**config.mk**
```make
export PLATFORM = sky130hd
export DESIGN_NAME = blfb_front
export DESIGN_NICKNAME = d
export VERILOG_FILES = /design/src/rtl/core/blfb_pkg.sv /design/src/rtl/core/blfb_front.sv
export SDC_FILE = /design/constraint.sdc
export NUM_CORES = 1
export LEC_CHECK = 0
export BUFFER_PORTS_ARGS = -buffer_cell sky130_fd_sc_hd__buf_2
export CAP_MARGIN = 40
export CELL_PAD_IN_SITES_DETAIL_PLACEMENT = 0
export CELL_PAD_IN_SITES_GLOBAL_PLACEMENT = 2
export CORE_MARGIN = 5
export CORE_UTILIZATION = 31
export DETAILED_ROUTE_END_ITERATION = 8
export PLACE_DENSITY_LB_ADDON = 0.1
export SYNTH_ARGS = -nofsm -noshare
export SYNTH_HDL_FRONTEND = slang
export SYNTH_SLANG_ARGS = --single-unit
```
**constraint.sdc**
```tcl
create_clock -name clk -period 10.67 [get_ports clk]
set_clock_uncertainty 0.05 [all_clocks]
set_input_delay 2.134 -clock clk [delete_from_list [all_inputs] [get_ports clk]]
set_output_delay 2.134 -clock clk [all_outputs]
set_load 0.05 [all_outputs]
```
**src/rtl/core/blfb_pkg.sv**
```systemverilog
// ----------------------------------------------------------------------------
// blfb_pkg
// Types and codes shared by the line engine: command and pen codes, the job
// word that the front end queues for the back end, and back-end states.
// ----------------------------------------------------------------------------
package blfb_pkg;

	localparam int COORD_W = 12;
	localparam int STEP_W  = 11;
	localparam int ERR_W   = 14;

	typedef enum logic [1:0] {
		CMD_LINE = 2'd0,
		CMD_FILL = 2'd1,
		CMD_READ = 2'd2
	} cmd_code_t;

	typedef enum logic [1:0] {
		PEN_CLEAR  = 2'd0,
		PEN_SET    = 2'd1,
		PEN_TOGGLE = 2'd2
	} pen_t;

	typedef enum logic [1:0] {
		OP_LINE = 2'd0,
		OP_FILL = 2'd1,
		OP_READ = 2'd2,
		OP_NOP  = 2'd3
	} op_t;

	typedef enum logic [2:0] {
		B_IDLE,
		B_PIX,
		B_WR,
		B_FILL,
		B_RADDR,
		B_RDATA,
		B_DONE
	} back_state_t;

	typedef struct packed {
		op_t                        op;
		logic signed [COORD_W-1:0]  x;
		logic signed [COORD_W-1:0]  y;
		logic [STEP_W-1:0]          steps;
		logic                       x_major;
		logic                       x_neg;
		logic                       y_neg;
		logic [11:0]                minor2;
		logic signed [ERR_W-1:0]    diff2;
		logic signed [ERR_W-1:0]    err;
		pen_t                       pen;
		logic [7:0]                 pattern;
		logic [9:0]                 read_index;
	} blfb_job_t;

endpackage

```
**src/rtl/core/blfb_front.sv**
```systemverilog
// ----------------------------------------------------------------------------
// blfb_front
// Accepts command words, classifies them and sets up the line walk
// (deltas, directions, major axis, initial error) for the back end.
// ----------------------------------------------------------------------------
module blfb_front (
	input  logic              clk,
	input  logic              arst_n,
	input  logic              s_axis_tvalid,
	output logic              s_axis_tready,
	input  logic [63:0]       s_axis_tdata,  // start_x, start_y, end_x, end_y, pen_mode,
	                                         // fill_pattern, read_index
	input  logic [1:0]        s_axis_tuser,  // cmd
	output logic              q_push,
	output blfb_pkg::blfb_job_t q_job,
	input  logic              q_full
);

	import blfb_pkg::*;

	logic              valid_s1;
	logic [63:0]       data_s1;
	logic [1:0]        user_s1;

	logic signed [11:0] x0;
	logic signed [11:0] y0;
	logic signed [11:0] x1;
	logic signed [11:0] y1;
	logic signed [11:0] dx_raw;
	logic signed [11:0] dy_raw;
	logic [11:0]        dx_abs;
	logic [11:0]        dy_abs;
	logic [10:0]        major;
	logic [10:0]        minor;
	logic               x_major;
	logic               pen_ok;
	pen_t               pen_code;
	op_t                op;

	assign s_axis_tready = !valid_s1 || !q_full;
	assign q_push        = valid_s1 && !q_full;

	always_ff @(posedge clk or negedge arst_n) begin
		if (!arst_n) begin
			valid_s1 <= 1'b0;
		end else if (s_axis_tready) begin
			valid_s1 <= s_axis_tvalid;
		end
	end

	always_ff @(posedge clk) begin
		if (s_axis_tready && s_axis_tvalid) begin
			data_s1 <= s_axis_tdata;
			user_s1 <= s_axis_tuser;
		end
	end

	assign x0 = $signed({data_s1[10], data_s1[10:0]});
	assign y0 = $signed({data_s1[21], data_s1[21:11]});
	assign x1 = $signed({data_s1[32], data_s1[32:22]});
	assign y1 = $signed({data_s1[43], data_s1[43:33]});
	assign pen_code = pen_t'(data_s1[45:44]);

	assign dx_raw  = x1 - x0;
	assign dy_raw  = y1 - y0;
	assign dx_abs  = dx_raw[11] ? 12'(-dx_raw) : dx_raw;
	assign dy_abs  = dy_raw[11] ? 12'(-dy_raw) : dy_raw;
	assign x_major = (dx_abs >= dy_abs);
	assign major   = x_major ? dx_abs[10:0] : dy_abs[10:0];
	assign minor   = x_major ? dy_abs[10:0] : dx_abs[10:0];

	always_comb begin
		pen_ok = 1'b0;
		unique case (pen_code) inside
			PEN_CLEAR, PEN_SET, PEN_TOGGLE: pen_ok = 1'b1;
			default:                        pen_ok = 1'b0;
		endcase
	end

	always_comb begin
		op = OP_NOP;
		unique case (cmd_code_t'(user_s1))
			CMD_LINE: op = pen_ok ? OP_LINE : OP_NOP;
			CMD_FILL: op = OP_FILL;
			CMD_READ: op = OP_READ;
			default:  op = OP_NOP;
		endcase
	end

	always_comb begin
		q_job            = '0;
		q_job.op         = op;
		q_job.x          = x0;
		q_job.y          = y0;
		q_job.steps      = major;
		q_job.x_major    = x_major;
		q_job.x_neg      = dx_raw[11];
		q_job.y_neg      = dy_raw[11];
		q_job.minor2     = {minor, 1'b0};
		q_job.diff2      = $signed({2'b00, minor, 1'b0}) - $signed({2'b00, major, 1'b0});
		q_job.err        = $signed({2'b00, minor, 1'b0}) - $signed({3'b000, major});
		q_job.pen        = pen_code;
		q_job.pattern    = data_s1[53:46];
		q_job.read_index = data_s1[63:54];
	end

endmodule

```
Word level (Yosys, flattened, before mapping)
Index checks and enable logic that the tools add are counted.

Word-level logic and storage cells: 29. Output and inout port bits: 102. Bits of input ports: 70. Flip-flop bits (word level): 67.

Reductions and logical operators: 8. Equality and inequality tests: 4. Multiplexer cells: 7. $add $sub $neg: 6. Order comparisons: 1.

Operators by type and width (number): $mux W12 (2); $neg A12 Y12 (2); $sub A11 B11 Y12 (2); $mux W11 (2); $sub A12 B11 Y13 (1); $sub A12 B12 Y13 (1); $ge A12 B12 Y1 (1); $pmux W2 S3 (1); $eq A2 B1 Y1 const B (2); $eq A2 B2 Y1 const B (2); $logic_not A2 Y1 (2); $reduce_or A3 Y1 (1); $logic_and A1 B1 Y1 (2); $logic_not A1 Y1 (2); $mux W2 (1); $logic_or A1 B1 Y1 (1); $mux W1 (1).

Depth between registers and ports, before layout
Depth after elaboration: 6. Depth in mapped cells: 36.

Worst setup path after synthesis
Ideal clock, no wire load.

Path type: reg-to-output. Start point: reg data_s1[22]. End point: out q_job[33] (netlist name). Arrival: 9067 ps. Stages on the path, launching flop included: 37. Path slack: -581 ps. Buffers on the path: 2. Path through: edfxtp_1 -> inv_1 -> ha_1 -> inv_1 -> fa_1 -> a211oi_1 -> nor2_1 -> xor2_1 -> or2_2 -> or4_1 -> and2_1 -> xor2_1 -> inv_1 -> ha_1 -> or3_1 -> or3_1 -> o21ai_0 -> inv_1 -> and3_1 -> a21oi_2 -> clkinv_2 -> buf_2 -> nand2_1 -> a21boi_0 -> inv_1 -> fa_1 -> a21o_1 -> a21oi_1 -> o21bai_1 -> a21oi_1 -> o21ai_0 -> a21oi_1 -> o21bai_1 -> a21oi_1 -> nor2b_1 -> nor3_1 -> buf_4.

RTL lines: start, declared (line blfb_front.sv:22) `logic [63:0] data_s1;`; start signal, assigned (line blfb_front.sv:53) `data_s1 <= s_axis_tdata;`; end, declared (line blfb_front.sv:15) `output blfb_pkg::blfb_job_t q_job,`.

==> results.toml <==
[global_routing]
grt_pass1_vias = 4739
grt-ovfl-total = 0
globalRouteMet1Util = 0.1754
met3_usage = 0.05145
grt_use_met2 = 0.2447
track_usage = 0.1443
grt_pass1_wl_mm = 24.90
top_usage_layer = "met2"
grt_antenna_before_repair = 0
grt_max_degree = 67

[worst_setup_path]
path_class = "register to output pin"
cp.required_ns = 8.49
end_kind = "output pin"
timing.rr.start = "valid_s1"
startpoint_type = "register"
crit_path_max_fanout = 11
cp-startpoint = "data_s1[22]"
crit_arrival_ns = 7.88
cpMaxStageDelayCell = "or4_1"
cp_common_cell = "inv_1"
slowest_delay_ns = 0.52

[sta]
fin_crit_sh = 0.9430
setup_viol_count_final = 0
maxSlewViolCount = 0
timing.final.crit_period_ns = 10.06
fmax_mhz = 99.38
hold_viol = 0
max-slew-margin-rel = 0.4325
worst-slew-pin-transition_ns = 0.8512
rsz0062_at_grt = "false"
finalSetupTns_ns = 0

[place]
routabilityCongestion = 0.8207
io_buffer_count = 169
dp_hpwl_mm = 12.65
dp.cells = 953
place_area_um2 = 6447

[route]
ant_nets = 0
wirelength_mm = 15.22
avgRoutedWirePerCell_um = 15.71
vias = 4614
vias_per_cell = 4.762
drt_iter0_drc = 209
dr.pass1.iters = 4
drcViolationCount = 0

[yosys]
async_reset_ff_frac = 0.01493
avgSynthCellArea_um2 = 9.357
post-synth-top-area-cell = "edfxtp_1"
synthesis.area_um2 = 5670
syn_inst = 606
ys_ff_latch = 67
synth_edf_count = 66
synth_warnings = 0
synth.distinct_cells = 68
yosysTopAreaCellShare = 0.3495
synth_ff_type = "edfxtp_1"
ys_seq_area_frac = 0.3539
synth_area_leaders = "edfxtp_1, ha_1, buf_4, inv_1, xnor2_1"

[cells_and_area]
nFillCells = 1865
final_common_cell = "buf_2"
stdcell_count = 969
mostFrequentLayoutCells = "buf_2, inv_1, edfxtp_1"
drive_gt1_frac = 0.2824
finalNetCount = 855
area_delta_synth_final_pct = 19.06
stdcell_area_um2 = 6751
diodes = 0

[cts]
cts_buffers = 9
tritoncts = "built"
cts_max_path_buffers = 2
clk_latency_ns = 0.34
htree_num_levels = 3
cts-root-buf = "clkbuf_16"
cts.reportedPaths.clkPinSlew_ns = 0.07
clock_sinks = 67

[run]
cap_violations = 0

[die]
die_area_um2 = 21100
die_w_um = 145.2
start_util = 0.3157
ios = 172
coreArea_um2 = 17960
rows = 49
fp.dieH_um = 145.2

[min_path]
min_from = "valid_s1"
hp-class = "register to register"

[run_status]
outcome = "finished clean"
-- cell families (layout without fill, tap and decap cells) --
family | Yosys count | after routing | synth area share
AOI/OAI and AO/OA | 153 | 153 | 0.1915
and+or+nand+nor | 150 | 150 | 0.1286
buffers and inverters | 132 | 265 | 0.1211
DFF | 67 | 67 | 0.3539
adders and majority gates | 50 | 50 | 0.1143
xor gates and xnor gates | 47 | 47 | 0.07921
muxes | 6 | 6 | 0.01059
other | 1 | 2 | 0.0006613
-- per-layer routing --
| metal | up-vias | wire [µm] |
|---|---|---|
| li1 | 2369 | - |
| met1 | 2107 | 6672 |
| met2 | 126 | 7162 |
| met3 | 12 | 1225 |
| met4 | 0 | 163 |
| met5 | - | 0 |
-- critical path: cells and delay by family, from the launching register on --
kind	cells	cell delay (ns)
AO/OA/AOI/OAI	10	2.33
XOR/XNOR	3	0.57
flip-flops	1	0.35
buffers and inverters	6	0.81
adder cells (fa/ha/maj)	4	1.13
AND/OR/NAND/NOR	10	2.32
-- timing repair --
| action | in CTS | in global routing |
|---|---|---|
| buffers inserted | 0 | 0 |
| resized for setup | 0 | 4 |
| hold buffers | 0 | 0 |
| setup endpoints to repair | 0 | 3 |
-- final timing paths --
kind | end | slack, ns | cells after the start
max | q_job[31] | 0.61 | 33
min | valid_s1 | 0.48 | 2
max reg2reg | data_s1[43] | 9.02 | 2
min reg2reg | valid_s1 | 0.48 | 2
max in group asynchronous | valid_s1 | 8.99 | 1
min in group asynchronous | valid_s1 | 1.50 | 1
-- state kept, by name (all words and copies together), names as in the netlist --
name / flops
valid_s1: 1
data_s1: 64
user_s1: 2
-- area by class of cell --
class | count | area [µm²] | area share
multi-input cells | 408 | 2993 | 0.4433
flip-flops and latches | 67 | 2007 | 0.2973
clock buffers | 9 | 225.2 | 0.03336
inverters | 75 | 282.8 | 0.04188
well taps | 229 | 286.5 | 0.04244
repair buffers | 174 | 892.1 | 0.1321
clock inverters | 7 | 65.06 | 0.009637
-- synth_stat cells, types with 3 or more instances --
cell / count
mux2i_1: 6
o31ai_1: 5
nand2_1: 43
o211ai_1: 6
o21a_1: 9
a21o_1: 12
or3_1: 4
or2_2: 3
edfxtp_1: 66
nor2b_1: 7
o21ai_0: 23
o21bai_1: 8
o2111ai_1: 4
a21boi_0: 7
and3_1: 5
clkbuf_1: 3
xnor2_1: 30
buf_4: 50
o2111a_1: 3
o22ai_1: 3
a31oi_1: 4
inv_1: 74
a311oi_1: 3
xor2_1: 14
nand2b_1: 9
fa_1: 3
and2_1: 7
a211oi_1: 3
a21oi_1: 39
nand3_1: 12
ha_1: 47
nor3_1: 12
nor4_1: 4
nor2_1: 35
a211o_1: 3
-- through the flow --
| step | hold slack [ns] | setup WS, ns | util |
|---|---|---|---|
| 3_3_place_gp | 0.4385 | 1.068 | 0.3589 |
| 2_1_floorplan | 0.7671 | 0.2453 | - |
| 3_5_place_dp | 0.4641 | 0.9387 | 0.3589 |
| 5_1_grt | 0.5123 | 0.06118 | 0.3758 |
| 6_report | 0.4779 | 0.6079 | 0.3758 |
| 4_1_cts | 0.4825 | 0.5317 | 0.3751 |
Power is left out: the tool's default activity adds up to more than one toggle a clock period on the data nets, which glitch-free logic cannot reach.
