[src/rtl/core/blfb_fifo.sv]
// ----------------------------------------------------------------------------
// blfb_fifo
// Short job queue between the front end and the back end.
// ----------------------------------------------------------------------------
module blfb_fifo #(
	parameter int WIDTH = 8,
	parameter int DEPTH = 2
) (
	input  logic             clk,
	input  logic             arst_n,
	input  logic             push,
	input  logic [WIDTH-1:0] wdata,
	output logic             full,
	input  logic             pop,
	output logic [WIDTH-1:0] rdata,
	output logic             empty
);

	localparam int PW = $clog2(DEPTH);

	logic [WIDTH-1:0] mem_q [DEPTH];
	logic [PW-1:0]    wr_ptr_q;
	logic [PW-1:0]    rd_ptr_q;
	logic [PW:0]      count_q;

	assign full  = (count_q == (PW+1)'(DEPTH));
	assign empty = (count_q == '0);
	assign rdata = mem_q[rd_ptr_q];

	always_ff @(posedge clk) begin
		if (push) begin
			mem_q[wr_ptr_q] <= wdata;
		end
	end

	always_ff @(posedge clk or negedge arst_n) begin
		if (!arst_n) begin
			wr_ptr_q <= '0;
			rd_ptr_q <= '0;
			count_q  <= '0;
		end else begin
			if (push) begin
				wr_ptr_q <= (wr_ptr_q == PW'(DEPTH-1)) ? '0 : wr_ptr_q + 1'b1;
			end
			if (pop) begin
				rd_ptr_q <= (rd_ptr_q == PW'(DEPTH-1)) ? '0 : rd_ptr_q + 1'b1;
			end
			if (push && !pop) begin
				count_q <= count_q + 1'b1;
			end else if (pop && !push) begin
				count_q <= count_q - 1'b1;
			end
		end
	end

endmodule

[config.mk]
export PLATFORM = sky130hd
export DESIGN_NAME = blfb_fifo
export DESIGN_NICKNAME = d
export VERILOG_FILES = /design/src/rtl/core/blfb_fifo.sv
export SDC_FILE = /design/constraint.sdc
export NUM_CORES = 1
export LEC_CHECK = 0
export BUFFER_PORTS_ARGS = -buffer_cell sky130_fd_sc_hd__buf_2
export CAP_MARGIN = 20
export CORE_MARGIN = 3
export CORE_UTILIZATION = 25
export DETAILED_ROUTE_END_ITERATION = 8
export GPL_TIMING_DRIVEN = 0
export MAX_ROUTING_LAYER = met4
export SETUP_SLACK_MARGIN = 0.5
export SYNTH_ARGS = -nofsm -noshare
export SYNTH_HDL_FRONTEND = slang
export SYNTH_SLANG_ARGS = --single-unit
export TNS_END_PERCENT = 100
[constraint.sdc]
create_clock -name clk -period 3.7 [get_ports clk]
set_clock_uncertainty 0.15 [all_clocks]
set_input_delay 0.185 -clock clk [delete_from_list [all_inputs] [get_ports clk]]
set_output_delay 0.185 -clock clk [all_outputs]
set_load 0.01 [all_outputs]
## Word level (Yosys, flattened, before mapping)

Memories as Yosys holds them, arrays and structs flattened.
Index checks and enable logic that the tools add are counted.

- Memories kept: 1
- Bits in registers: 4
- Bits in writable memories: 16
- Word-level logic and storage cells: 21

Memory list:

| memory | words | width | read ports | clocked after memory_dff | write ports | line | source |
|---|---|---|---|---|---|---|---|
| mem_q | 2 | 8 | 1 | 0 | 1 | 21 | `logic [WIDTH-1:0] mem_q [DEPTH];` |

- Mux-type cells: 6
- Equality and inequality tests: 1
- Add/subtract/negate cells: 4
- Reductions and logical operators: 6

Operators with widths:

| kind | count |
|---|---|
| $mux 1 | 4 |
| $mux 2 | 2 |
| $add 1x1->1 const B | 2 |
| $add 2x1->2 const B | 1 |
| $eq 2x2->1 const B | 1 |
| $logic_and 1x1->1 | 2 |
| $logic_not 1->1 | 2 |
| $logic_not 2->1 | 1 |
| $reduce_bool 2->1 | 1 |
| $sub 2x1->2 const B | 1 |

## Longest topological paths before layout

Gate-level depths: netlist of the first run.

- Word-level depth: 4
- Gate-level depth with buffers: 5
- Depth with buffers taken out: 5

## Least setup slack after synthesis of the first run

No wires, ideal clock.

- Path type: register to register
- From: reg wr_ptr_q
- To: mem mem_q[0][0] (enable)
- Arrival time: 789 ps
- Buffers on the path: 0
- Stages on the path, launching flop included: 2
- Data required time: 3177 ps
- Setup slack: 2388 ps
- Cells stage by stage: dfrtp_1 nor2b_1

RTL lines:

| what | line | source |
|---|---|---|
| from (decl) | 22 | `logic [PW-1:0] wr_ptr_q;` |
| from (signal assigned) | 43 | `wr_ptr_q <= (wr_ptr_q == PW'(DEPTH-1)) ? '0 : wr_ptr_q + 1'b1;` |
| to (decl) | 21 |  |

No word-level cell before the write port.

## Final worst setup path of the first run

- From: in push
- To: mem mem_q[0][5] (enable)

- Word-level cells in the longest chain between the ends: 2

Ends and longest elaborated chain:

| what | line | source |
|---|---|---|
| from (decl) | 11 | `input logic push,` |
| $mux 1 | 31 | `if (push) begin` |
| $mux 1 (not written as such) | 32 | `mem_q[wr_ptr_q] <= wdata;` |

No other way between the ends.

==> results of run 1 <==
## routing by layer
metal / track usage / vias up
li1: - / 220
met1: 0.09079 / 216
met2: 0.1271 / 14
met3: 0.01887 / 0
met4: 0.03636 / 0
met5: - / -
## placed cells by master, fill, tap and decap left out, drive strengths merged
| master | Yosys | routed |
|---|---|---|
| buf | 1 | 22 |
| edfxtp | 16 | 16 |
| dlygate4sd3 | 0 | 11 |
| mux2 | 8 | 8 |
| xor2 | 4 | 4 |
| dfrtp | 4 | 4 |
| clkbuf | 0 | 4 |
| nor2 | 2 | 2 |
| inv | 1 | 1 |
| and2 | 1 | 1 |
| and2b | 1 | 1 |
| nor2b | 1 | 1 |
| xnor2 | 1 | 1 |
| ha | 1 | 1 |
## power groups by stage
stage | Sequential (mW) | Clock, mW | Combinational (mW)
final | 0.333 | 0.122 | 0.224
after global placement | 0.334 | 0 | 0.219
after floorplan | 0.330 | 0 | 0.147
after global routing | 0.340 | 0.137 | 0.248
after detailed placement | 0.338 | 0 | 0.222
after CTS | 0.334 | 0.127 | 0.232
## flip-flops by register name (all words and copies together) (netlist names)
| signal | count |
|---|---|
| mem_q | 16 |
| count_q | 2 |
| rd_ptr_q | 1 |
| wr_ptr_q | 1 |
## logic make-up (layout without fill, tap and decap cells)
family                   after synthesis  in the layout  share of synthesized area
flip-flops                            20             20                     0.7533
adder cells (fa/ha/maj)                1              1                    0.01623
AND/OR/NAND/NOR                        5              5                    0.03735
buffers and inverters                  2             38                    0.01947
multiplexers                           8              8                     0.1169
XOR/XNOR                               5              5                    0.05682
## timing repair
action / CTS / global route
hold buffers: 11 / 0
endpoints found under the hold margin: 22 / 0
setup buffers: 0 / 0
## metrics by stage
step,worst slack (ps),instance area (um2)
after floorplan,2388,770.7
after global placement,2140,914.6
after detailed placement,2139,914.6
after CTS,1988,1061
after global routing,1934,1061
final,2015,1061
## cell type report
| type | instances | area, um2 |
|---|---|---|
| fill | 291 | 1792 |
| tap | 31 | 38.79 |
| sequential | 20 | 580.6 |
| clock buffer | 4 | 36.28 |
| inverter | 1 | 3.754 |
| buffer | 1 | 11.26 |
| timing repair buffer | 32 | 215.2 |
| multi-input combinational | 19 | 175.2 |
## final timing paths
path                                    endpoint            startpoint  depth (start not counted)  slack, ps
setup / recovery           mem_q[0][5]$_DFFE_PP_                  push                          3       2010
hold / removal              wr_ptr_q$_DFFE_PN0P_                arst_n                          2         60
setup reg to reg           mem_q[0][5]$_DFFE_PP_  wr_ptr_q$_DFFE_PN0P_                          1       2170
hold reg to reg             wr_ptr_q$_DFFE_PN0P_  wr_ptr_q$_DFFE_PN0P_                          1        340
min in group clk            wr_ptr_q$_DFFE_PN0P_  wr_ptr_q$_DFFE_PN0P_                          1        340
max in group asynchronous   rd_ptr_q$_DFFE_PN0P_                arst_n                          2       3210
==> load_flow_metrics.sql, run 1 <==
INSERT INTO impl_metrics (metric_group, metric, value, unit) VALUES
('yosys', 'ys_dominant_reg_cell', 'sky130_fd_sc_hd__edfxtp_1', ''),
('flow_run', 'max_cap_viol_count', '0', ''),
('floorplan', 'design.portCount', '22', ''),
('routing', 'met1Wirelength', '607', 'um'),
('clock_network', 'clk_latency', '290', 'ps'),
('pwr', 'vdd_ir_drop_max', '0.3038', 'mV'),
('sta', 'grt_setup_unrepaired', 'false', ''),
('yosys', 'asyncSetResetFlopFracSynth', '0.2000', ''),
('pwr', 'p_clk_frac', '0.179', ''),
('outcome', 'status', 'complete, no violations', ''),
('routing', 'route.antenna.remaining_nets', '0', ''),
('pwr', 'cell_internal_pwr', '0.4825', 'mW'),
('global_route', 'first_pass_grt_wire_length', '2014', 'um'),
('global_route', 'first_global_vias', '467', ''),
('yosys', 'ys_top_cells_by_area', 'sky130_fd_sc_hd__edfxtp_1 (62%), sky130_fd_sc_hd__dfrtp_1 (13%), sky130_fd_sc_hd__mux2_2 (12%)', ''),
('yosys', 'synth_area', '770.7', 'um2'),
('global_route', 'grt_start_max_net_pins', '12', ''),
('yosys', 'synth_edf_count', '16', ''),
('pwr', 'pwr-share-comb', '0.331', ''),
('routing', 'drtPass1Iterations', '2', ''),
('layout', 'post_route_cells_drive_above_1_share', '0.4545', ''),
('worst_setup_path', 'worstSetupPathType', 'in -> reg', ''),
('sta', 'final-hold-violation-count', '0', ''),
('floorplan', 'floorplan.core_area', '2853', 'um2'),
('clock_network', 'cts_made_buffers', '3', ''),
('clock_network', 'clock_sinks', '20', ''),
('layout', 'nNetsFinal', '91', ''),
('pwr', 'power.share.switching', '0.2894', ''),
('clock_network', 'ctsRootBufferMaster', 'sky130_fd_sc_hd__clkbuf_4', ''),
('floorplan', 'start_util', '0.2702', ''),
('placement', 'io_buffer_count', '21', ''),
('sta', 'setup_viol_count_final', '0', ''),
('routing', 'detailedRoute.firstIterationViolations', '2', ''),
('global_route', 'antenna_found_initial', '0', ''),
('pwr', 'power_per_cell_area', '639.9', 'nW/um2'),
('yosys', 'seq_area_frac_synth', '0.7532', ''),
('yosys', 'netlist.area_leader.share', '0.6234', ''),
('layout', 'antenna_cells_inserted', '0', ''),
('yosys', 'syn_area_per_cell', '18.80', 'um2'),
('yosys', 'synth.distinct_cells', '12', ''),
('routing', 'finalWirelength', '1339', 'um'),
('min_path', 'timing.hold.worst.class', 'in -> async', ''),
('floorplan', 'die-width', '61.53', 'um'),
('yosys', 'number_of_standard_cells_after_synthesis', '41', ''),
('floorplan', 'chip_height', '61.53', 'um'),
('pwr', 'total_switching_power', '0.1965', 'mW'),
('worst_setup_path', 'timing.critical_path.to_type', 'register', ''),
('routing', 'avgViaCountPerCell', '4.167', ''),
('clock_network', 'cts_tree', 'built', ''),
('placement', 'dp_hpwl', '907.5', 'um'),
('worst_setup_path', 'timing.critical_path.from_type', 'input pin', ''),
('sta', 'min_period_over_period', '0.4555', ''),
('worst_setup_path', 'critPathTopFamily', 'buffers and inverters', ''),
('routing', 'met3RoutedLength', '70', 'um'),
('pwr', 'share_seq_of_total_power', '0.490', ''),
('worst_setup_path', 'crit_path_cell_trace', 'dlygate4sd3_1 > buf_2 > nor2b_1', ''),
('worst_setup_path', 'cp_data_required_time', '3480', 'ps'),
('layout', 'postLayoutCoreUtil', '0.3719', ''),
('yosys', 'synth_top_cell_by_area', 'sky130_fd_sc_hd__edfxtp_1', ''),
('placement', 'finalWeightedCongestion', '0.6135', ''),
('routing', 'routed.top_layer', 'met3', ''),
('global_route', 'grt_util_all_layers', '0.07826', ''),
('sta', 'final.min_clock_period', '1685', 'ps'),
('sta', 'hold-worst-slack', '63.14', 'ps'),
('yosys', 'yosysMostFrequentCell', 'sky130_fd_sc_hd__edfxtp_1', ''),
('clock_network', 'clock_tree.buffer_depth', '2', ''),
('worst_setup_path', 'arrival_time_at_the_worst_endpoint', '1460', 'ps'),
('worst_setup_path', 'critical-path-slowest-cell', 'sky130_fd_sc_hd__nor2b_1', ''),
('worst_setup_path', 'critical-path-max-stage-delay', '610', 'ps'),
('routing', 'met2WireLength', '661', 'um'),
('layout', 'area_delta_synth_final', '37.66', '%');
Power figures use the tool's default switching activity.
==> inputs of run 2 (changes only) <==
==> constraint.sdc (replaced) <==
create_clock -name clk -period 1.5 [get_ports clk]
set_clock_uncertainty 0.15 [all_clocks]
set_input_delay 0.075 -clock clk [delete_from_list [all_inputs] [get_ports clk]]
set_output_delay 0.075 -clock clk [all_outputs]
set_load 0.01 [all_outputs]
==> run 2 against run 1 <==
  * Sequential power increased by 150%
  * Sequential cell count stayed put
  * Non-clock buffer count grew 6
  * Final cell count is 5.6% higher
  * Power increased to 3.2 times the previous value
  * First-iteration DRC count rose by 100%
  * Combinational power increased to 4.2 times the previous value
  * Critical endpoint is now rdata[5]
  * Highest routed layer unchanged
==> load_flow_metrics.sql, run 2 (synthesized netlist as in run 1, its figures left out) <==
INSERT INTO impl_metrics (metric_group, metric, value, unit) VALUES
('worst_setup_path', 'critPathTopFamily', 'flip-flops', ''),
('worst_setup_path', 'cp_data_required_time', '1270', 'ps'),
('routing', 'avgViaCountPerCell', '4.246', ''),
('clock_network', 'cts_tree', 'built', ''),
('placement', 'finalWeightedCongestion', '0.6247', ''),
('worst_setup_path', 'critical_path.reg2reg.startpoint', 'wr_ptr_q$_DFFE_PN0P_', ''),
('layout', 'antenna_cells_inserted', '0', ''),
('floorplan', 'fp-row-count', '19', ''),
('placement', 'io_buffer_count', '21', ''),
('layout', 'mostFrequentLayoutCell', 'sky130_fd_sc_hd__edfxtp_1', ''),
('layout', 'layout.cells.most_common_list', 'sky130_fd_sc_hd__edfxtp_1 (16), sky130_fd_sc_hd__buf_6 (13), sky130_fd_sc_hd__dlygate4sd3_1 (12), sky130_fd_sc_hd__buf_2 (12), sky130_fd_sc_hd__mux2_4 (8)', ''),
('sta', 'min_period_over_period', '0.9873', ''),
('worst_setup_path', 'regToRegEndpoint', 'mem_q[0][7]$_DFFE_PP_', ''),
('layout', 'largest_registers', 'mem_q (16), count_q (2)', ''),
('global_route', 'grt_start_max_net_pins', '13', ''),
('worst_setup_path', 'crit_path_max_fanout', '9', ''),
('routing', 'route.antenna.remaining_nets', '0', ''),
('clock_network', 'ctsRootBufferMaster', 'sky130_fd_sc_hd__clkbuf_4', ''),
('routing', 'detailedRoute.firstIterationViolations', '4', ''),
('layout', 'largest_register_ff_count', '16', ''),
('min_path', 'hold_path_end', 'count_q[0]$_DFFE_PN0P_', ''),
('clock_network', 'htree_levels', '1', ''),
('sta', 'timing.slew.headroom', '0.8194', ''),
('routing', 'routed-via-count', '484', ''),
('min_path', 'timing.hold.worst.class', 'in -> reg', ''),
('worst_setup_path', 'crit_path_cell_trace', 'buf_6 > mux2_4 > buf_6', ''),
('global_route', 'first_pass_grt_wire_length', '2208', 'um'),
('sta', 'final-hold-violation-count', '0', ''),
('worst_setup_path', 'cp_num_cells', '3', ''),
('worst_setup_path', 'startpoint', 'rd_ptr_q$_DFFE_PN0P_', ''),
('floorplan', 'floorplan.core_area', '2853', 'um2'),
('outcome', 'status', 'complete, no violations', ''),
('global_route', 'first_global_vias', '501', ''),
('clock_network', 'clkTransAtPathRegs', '100', 'ps'),
('worst_setup_path', 'timing.critical_path.from_type', 'register', ''),
('floorplan', 'die-width', '61.53', 'um'),
('floorplan', 'start_util', '0.2702', ''),
('layout', 'post_route_cells_drive_above_1_share', '0.5422', ''),
('worst_setup_path', 'critical-path-slowest-cell', 'sky130_fd_sc_hd__dfrtp_1', ''),
('worst_setup_path', 'critical_path.n_buffers_inverters', '2', ''),
('pwr', 'vdd_ir_drop_max', '0.6996', 'mV'),
('clock_network', 'clock_tree.buffer_depth', '2', ''),
('routing', 'finalWirelength', '1399', 'um'),
('clock_network', 'clock_sinks', '20', ''),
('global_route', 'antenna_found_initial', '0', ''),
('global_route', 'grt_util_all_layers', '0.08571', ''),
('floorplan', 'design.portCount', '22', ''),
('global_route', 'globalRouteOverflowTotal', '0', ''),
('layout', 'area_delta_synth_final', '62.01', '%'),
('sta', 'grt_setup_unrepaired', 'true', ''),
('sta', 'final.min_clock_period', '1481', 'ps'),
('worst_setup_path', 'r2r.worst_path.cells', '1', ''),
('floorplan', 'chip_height', '61.53', 'um'),
('sta', 'worst_pin_slew', '270.4', 'ps'),
('worst_setup_path', 'arrival_time_at_the_worst_endpoint', '1260', 'ps'),
('min_path', 'hold_path_startpoint', 'push', ''),
('worst_setup_path', 'most_prevalent_standard_cell_on_the_critical_path', 'sky130_fd_sc_hd__buf_6', ''),
('clock_network', 'clk_latency', '290', 'ps'),
('layout', 'nNetsFinal', '97', ''),
('flow_run', 'max_cap_viol_count', '0', ''),
('worst_setup_path', 'worstSetupPathType', 'reg -> out', ''),
('sta', 'fmaxAchievable', '675.2', 'MHz'),
('routing', 'drt_drc_violations_left', '0', ''),
('floorplan', 'total_die_area', '3785', 'um2'),
('clock_network', 'cts_made_buffers', '3', ''),
('worst_setup_path', 'worst-r2r-setup-slack', '330', 'ps'),
('layout', 'regMostFlops', 'mem_q', ''),
('pwr', 'total_power', '2.204', 'mW'),
('pwr', 'power_per_cell_area', '1765', 'nW/um2'),
('sta', 'setup_viol_count_final', '0', ''),
('pwr', 'static-leakage-power', '0.5382', 'nW'),
('routing', 'routedWlPerCell', '12.27', 'um'),
('worst_setup_path', 'timing.critical_path.to_type', 'primary output', ''),
('sta', 'hold-worst-slack', '56.40', 'ps'),
('min_path', 'hold_depth', '3', ''),
('routing', 'drtPass1Iterations', '2', ''),
('worst_setup_path', 'critical-path-max-stage-delay', '380', 'ps'),
('sta', 'maxSlewViolCount', '0', '');
## run 2: routing by layer
layer,wire [um],vias to the layer above,track usage
li1,-,229,-
met1,582,236,0.09031
met2,716,19,0.1435
met3,100,0,0.04403
met4,0,0,0.01818
met5,0,-,-
## run 2: report_power, final
part	switching (mW)	internal (mW)	leakage, nW
logic	0.352	0.596	0.314
clock network	0.162	0.270	0.0279
registers	0.0684	0.757	0.196
## run 2: area by class of cell
| cell class | instances | area (um2) |
|---|---|---|
| plain buffers | 1 | 11.26 |
| repair buffers | 38 | 330.3 |
| inverters | 1 | 3.754 |
| fillers | 268 | 1604 |
| well taps | 31 | 38.79 |
| flip-flops and latches | 20 | 581.8 |
| multi-input cells | 19 | 230.2 |
| clock inverters | 1 | 30.03 |
| clock buffers | 3 | 22.52 |
## run 2: timing repair
action | CTS | global route
gates resized for setup | 12 | 3
hold endpoints to repair | 22 | 0
setup endpoints to repair | 27 | 30
pin swaps | 4 | 1
hold buffers | 12 | 0
setup buffers | 5 | 0
## run 2: metrics by stage
stage          setup TNS, ps    util  cell area [um2]  setup slack [ps]  std cells
6_report                   0  0.4377             1249             19.00        114
3_5_place_dp               0  0.3346            954.7             320.6         93
2_1_floorplan              0       -            810.8             424.8         41
5_1_grt               -191.1  0.4377             1249            -27.87        114
4_1_cts                    0  0.4333             1236             3.520        114
3_3_place_gp               0  0.3346            954.7             330.7         93
## run 2: how the worst max path moves through the flow
| stage | endpoint | slack, ps |
|---|---|---|
| global placement | rdata[3] | 330 |
| global route | rdata[0] | -30 |
| floorplan | mem_q[0][0]$_DFFE_PP_ | 420 |
| finish | rdata[5] | 20 |
| CTS | rdata[3] | 4 |
| detailed placement | mem_q[0][0]$_DFFE_PP_ | 320 |
==> inputs of run 3 (changes only) <==
--- a/config.mk
+++ b/config.mk
@@ -5,6 +5,7 @@
 export SDC_FILE = /design/constraint.sdc
 export NUM_CORES = 1
 export LEC_CHECK = 0
+export ABC_AREA = 1
 export BUFFER_PORTS_ARGS = -buffer_cell sky130_fd_sc_hd__buf_2
 export CAP_MARGIN = 20
 export CORE_MARGIN = 3
==> run 3 against run 2 <==
  * Hold slack worse by 30 ps
  * Non-clock buffer count stayed put
  * Sequential power is 1% higher
  * Synthesized cell count is 22% higher
  * Critical path depth stayed put
  * Highest routed layer unchanged
  * Combinational power hardly changed
  * Count of clock-buffer cells in the layout stayed put
==> load_flow_metrics.sql, run 3 <==
INSERT INTO impl_metrics (metric_group, metric, value, unit) VALUES
('pwr', 'vdd_ir_drop_max', '0.8590', 'mV'),
('sta', 'hold-worst-slack', '26.90', 'ps'),
('worst_setup_path', 'arrival_time_at_the_worst_endpoint', '1270', 'ps'),
('yosys', 'yosysMostFrequentCell', 'sky130_fd_sc_hd__edfxtp_1', ''),
('sta', 'timing.slew.headroom', '0.8240', ''),
('worst_setup_path', 'startpoint', 'rd_ptr_q$_DFFE_PN0P_', ''),
('clock_network', 'clock_tree.buffer_depth', '2', ''),
('floorplan', 'start_util', '0.2659', ''),
('outcome', 'status', 'complete, no violations', ''),
('layout', 'regMostFlops', 'mem_q', ''),
('yosys', 'synth_edf_count', '16', ''),
('pwr', 'total_switching_power', '0.6184', 'mW'),
('yosys', 'ys_top_cells_by_count', 'sky130_fd_sc_hd__edfxtp_1 (16), sky130_fd_sc_hd__mux2_4 (8), sky130_fd_sc_hd__inv_1 (7)', ''),
('layout', 'post_layout_nonfiller_instances', '136', ''),
('sta', 'min_period_over_period', '0.9934', ''),
('yosys', 'seq_area_frac_synth', '0.7095', ''),
('routing', 'avgViaCountPerCell', '3.831', ''),
('worst_setup_path', 'timing.critical_path.from_type', 'register', ''),
('pwr', 'cell_internal_pwr', '1.596', 'mW'),
('layout', 'mostFrequentLayoutCell', 'sky130_fd_sc_hd__edfxtp_1', ''),
('layout', 'seq_area', '581.8', 'um2'),
('global_route', 'antenna_found_initial', '0', ''),
('worst_setup_path', 'cp_data_required_time', '1270', 'ps'),
('clock_network', 'htree_levels', '1', ''),
('global_route', 'grt_start_max_net_pins', '13', ''),
('routing', 'drtPass1Iterations', '2', ''),
('routing', 'finalWirelength', '1442', 'um'),
('yosys', 'ys_dominant_reg_cell', 'sky130_fd_sc_hd__edfxtp_1', ''),
('pwr', 'total_power', '2.214', 'mW'),
('yosys', 'number_of_standard_cells_after_synthesis', '50', ''),
('pwr', 'power.share.switching', '0.2793', ''),
('placement', 'placedCellCount', '115', ''),
('floorplan', 'floorplan.core_area', '3078', 'um2'),
('yosys', 'ys.warnings.count', '0', ''),
('worst_setup_path', 'worstSetupEndpoint', 'rdata[0]', ''),
('floorplan', 'die-width', '63.21', 'um'),
('routing', 'route.antenna.remaining_nets', '0', ''),
('worst_setup_path', 'r2r.worst_path.cells', '1', ''),
('layout', 'largest_register_ff_count', '16', ''),
('routing', 'drt_drc_violations_left', '0', ''),
('floorplan', 'total_die_area', '3996', 'um2'),
('layout', 'area_delta_synth_final', '57.03', '%'),
('pwr', 'static-leakage-power', '0.5560', 'nW'),
('sta', 'setup_viol_count_final', '0', ''),
('routing', 'routed-via-count', '521', ''),
('layout', 'largest_registers', 'mem_q (16), count_q (2)', ''),
('global_route', 'grt_util_all_layers', '0.07761', ''),
('routing', 'routedWlPerCell', '10.60', 'um'),
('clock_network', 'clock_sinks', '20', ''),
('clock_network', 'cts_made_buffers', '3', ''),
('pwr', 'share_seq_of_total_power', '0.377', ''),
('clock_network', 'clk_latency', '290', 'ps'),
('pwr', 'pwr-share-comb', '0.427', ''),
('sta', 'fmaxAchievable', '671.1', 'MHz'),
('worst_setup_path', 'crit_path_max_fanout', '9', ''),
('yosys', 'synth_area', '818.3', 'um2'),
('layout', 'antenna_cells_inserted', '0', ''),
('yosys', 'synth.distinct_cells', '12', ''),
('yosys', 'net_count_after_synthesis', '63', ''),
('yosys', 'asyncSetResetFlopFracSynth', '0.2000', ''),
('floorplan', 'design.portCount', '22', ''),
('yosys', 'synth_top_cell_by_area', 'sky130_fd_sc_hd__edfxtp_1', ''),
('worst_setup_path', 'worstSetupPathType', 'reg -> out', ''),
('yosys', 'syn_area_per_cell', '16.37', 'um2'),
('flow_run', 'max_cap_viol_count', '0', ''),
('layout', 'fillerInstances', '293', ''),
('sta', 'final.min_clock_period', '1490', 'ps'),
('clock_network', 'ctsRootBufferMaster', 'sky130_fd_sc_hd__clkbuf_4', ''),
('worst_setup_path', 'regToRegEndpoint', 'mem_q[0][4]$_DFFE_PP_', ''),
('worst_setup_path', 'worst-r2r-setup-slack', '330', 'ps'),
('min_path', 'hold_path_startpoint', 'pop', ''),
('pwr', 'power_per_cell_area', '1723', 'nW/um2'),
('floorplan', 'chip_height', '63.21', 'um'),
('clock_network', 'cts_tree', 'built', ''),
('placement', 'io_buffer_count', '21', ''),
('global_route', 'globalRouteOverflowTotal', '0', ''),
('layout', 'layout.cells.most_common_list', 'sky130_fd_sc_hd__edfxtp_1 (16), sky130_fd_sc_hd__buf_6 (13), sky130_fd_sc_hd__buf_2 (13), sky130_fd_sc_hd__dlygate4sd3_1 (12), sky130_fd_sc_hd__mux2_4 (8)', ''),
('worst_setup_path', 'timing.critical_path.to_type', 'primary output', ''),
('yosys', 'synth-seq-cells', '20', ''),
('layout', 'nNetsFinal', '106', ''),
('global_route', 'first_global_vias', '511', ''),
('layout', 'post_route_cells_drive_above_1_share', '0.5217', ''),
('sta', 'grt_setup_unrepaired', 'true', ''),
('placement', 'dp_hpwl', '978.6', 'um'),
('sta', 'maxSlewViolCount', '0', ''),
('yosys', 'ys_top_cells_by_area', 'sky130_fd_sc_hd__edfxtp_1 (59%), sky130_fd_sc_hd__mux2_4 (15%), sky130_fd_sc_hd__dfrtp_1 (12%)', ''),
('pwr', 'p_clk_frac', '0.196', ''),
('layout', 'multiInputGateArea', '225.2', 'um2'),
('routing', 'detailedRoute.firstIterationViolations', '9', ''),
('floorplan', 'fp-row-count', '20', ''),
('worst_setup_path', 'critical_path.reg2reg.startpoint', 'wr_ptr_q$_DFFE_PN0P_', ''),
('yosys', 'netlist.area_leader.share', '0.5872', ''),
('min_path', 'timing.hold.worst.class', 'in -> reg', ''),
('clock_network', 'clkTransAtPathRegs', '110', 'ps'),
('placement', 'finalWeightedCongestion', '0.6966', ''),
('sta', 'final-hold-violation-count', '0', ''),
('sta', 'worst_pin_slew', '263.4', 'ps'),
('global_route', 'first_pass_grt_wire_length', '2325', 'um');
==> run 3: worst min-delay path by stage <==
stage                             endpoint  slack, ps  cells after the start
global route        count_q[0]$_DFFE_PN0P_         20                      3
CTS                 count_q[0]$_DFFE_PN0P_         10                      3
floorplan           count_q[0]$_DFFE_PN0P_       -370                      0
detailed placement  count_q[1]$_DFFE_PN0P_       -260                      1
finish              count_q[0]$_DFFE_PN0P_         30                      4
global placement    count_q[1]$_DFFE_PN0P_       -270                      1
==> run 3: worst max-delay path, stage by stage, from the launching register on <==
cell and delay [ps]:
sky130_fd_sc_hd__dfrtp_1 390, sky130_fd_sc_hd__buf_6 150, sky130_fd_sc_hd__mux2_4 310, sky130_fd_sc_hd__buf_6 120
==> run 3: metal layers <==
| layer | track usage | wire [um] | vias to the layer above |
|---|---|---|---|
| li1 | - | - | 256 |
| met2 | 0.1331 | 720 | 19 |
| met5 | - | 0 | - |
| met3 | 0.03922 | 99 | 0 |
| met4 | 0.008086 | 0 | 0 |
| met1 | 0.08352 | 622 | 246 |
==> run 3: cells by family after synthesis <==
kind of cell / share of synthesized area
XOR/XNOR: 0.03212
adder cells (fa/ha/maj): 0.01529
buffers and inverters: 0.04588
flip-flops: 0.7095
multiplexers: 0.1468
AND/OR/NAND/NOR: 0.05046
==> run 3: layout make-up <==
cell class                      instances  share of cell area
Tap cell                               44             0.04284
Clock buffer                            3             0.01753
Clock inverter                          1             0.02337
Sequential cell                        20              0.4528
Multi-Input combinational cell         22              0.1753
Inverter                                7             0.02434
Timing Repair Buffer                   38              0.2551
Buffer                                  1            0.008763
==> run 3: power groups by stage <==
stage / registers, mW / clock network (mW) / logic (mW)
2_1_floorplan: 0.824 / 0 / 0.447
3_3_place_gp: 0.831 / 0 / 0.622
3_5_place_dp: 0.843 / 0 / 0.634
4_1_cts: 0.833 / 0.444 / 0.892
5_1_grt: 0.849 / 0.473 / 1.02
6_report: 0.835 / 0.434 / 0.945
==> run 3: repair_timing <==
action / CTS / global route
endpoints found under the setup margin: 26 / 31
resized for setup: 18 / 4
pin swaps: 4 / 2
setup buffers: 3 / 2
endpoints found under the hold margin: 22 / 4
gates cloned: 0 / 0
hold buffers: 12 / 1
==> run 3: through the flow <==
stage | instance area (um2) | util | worst slack, ps | TNS (ps)
detailed placement | 985.9 | 0.3203 | 329.1 | 0
floorplan | 825.8 | - | 453.1 | 0
CTS | 1259 | 0.4089 | -8.452 | -48.97
global placement | 985.9 | 0.3203 | 332.6 | 0
finish | 1285 | 0.4175 | 9.894 | 0
global route | 1285 | 0.4175 | -57.46 | -423.7
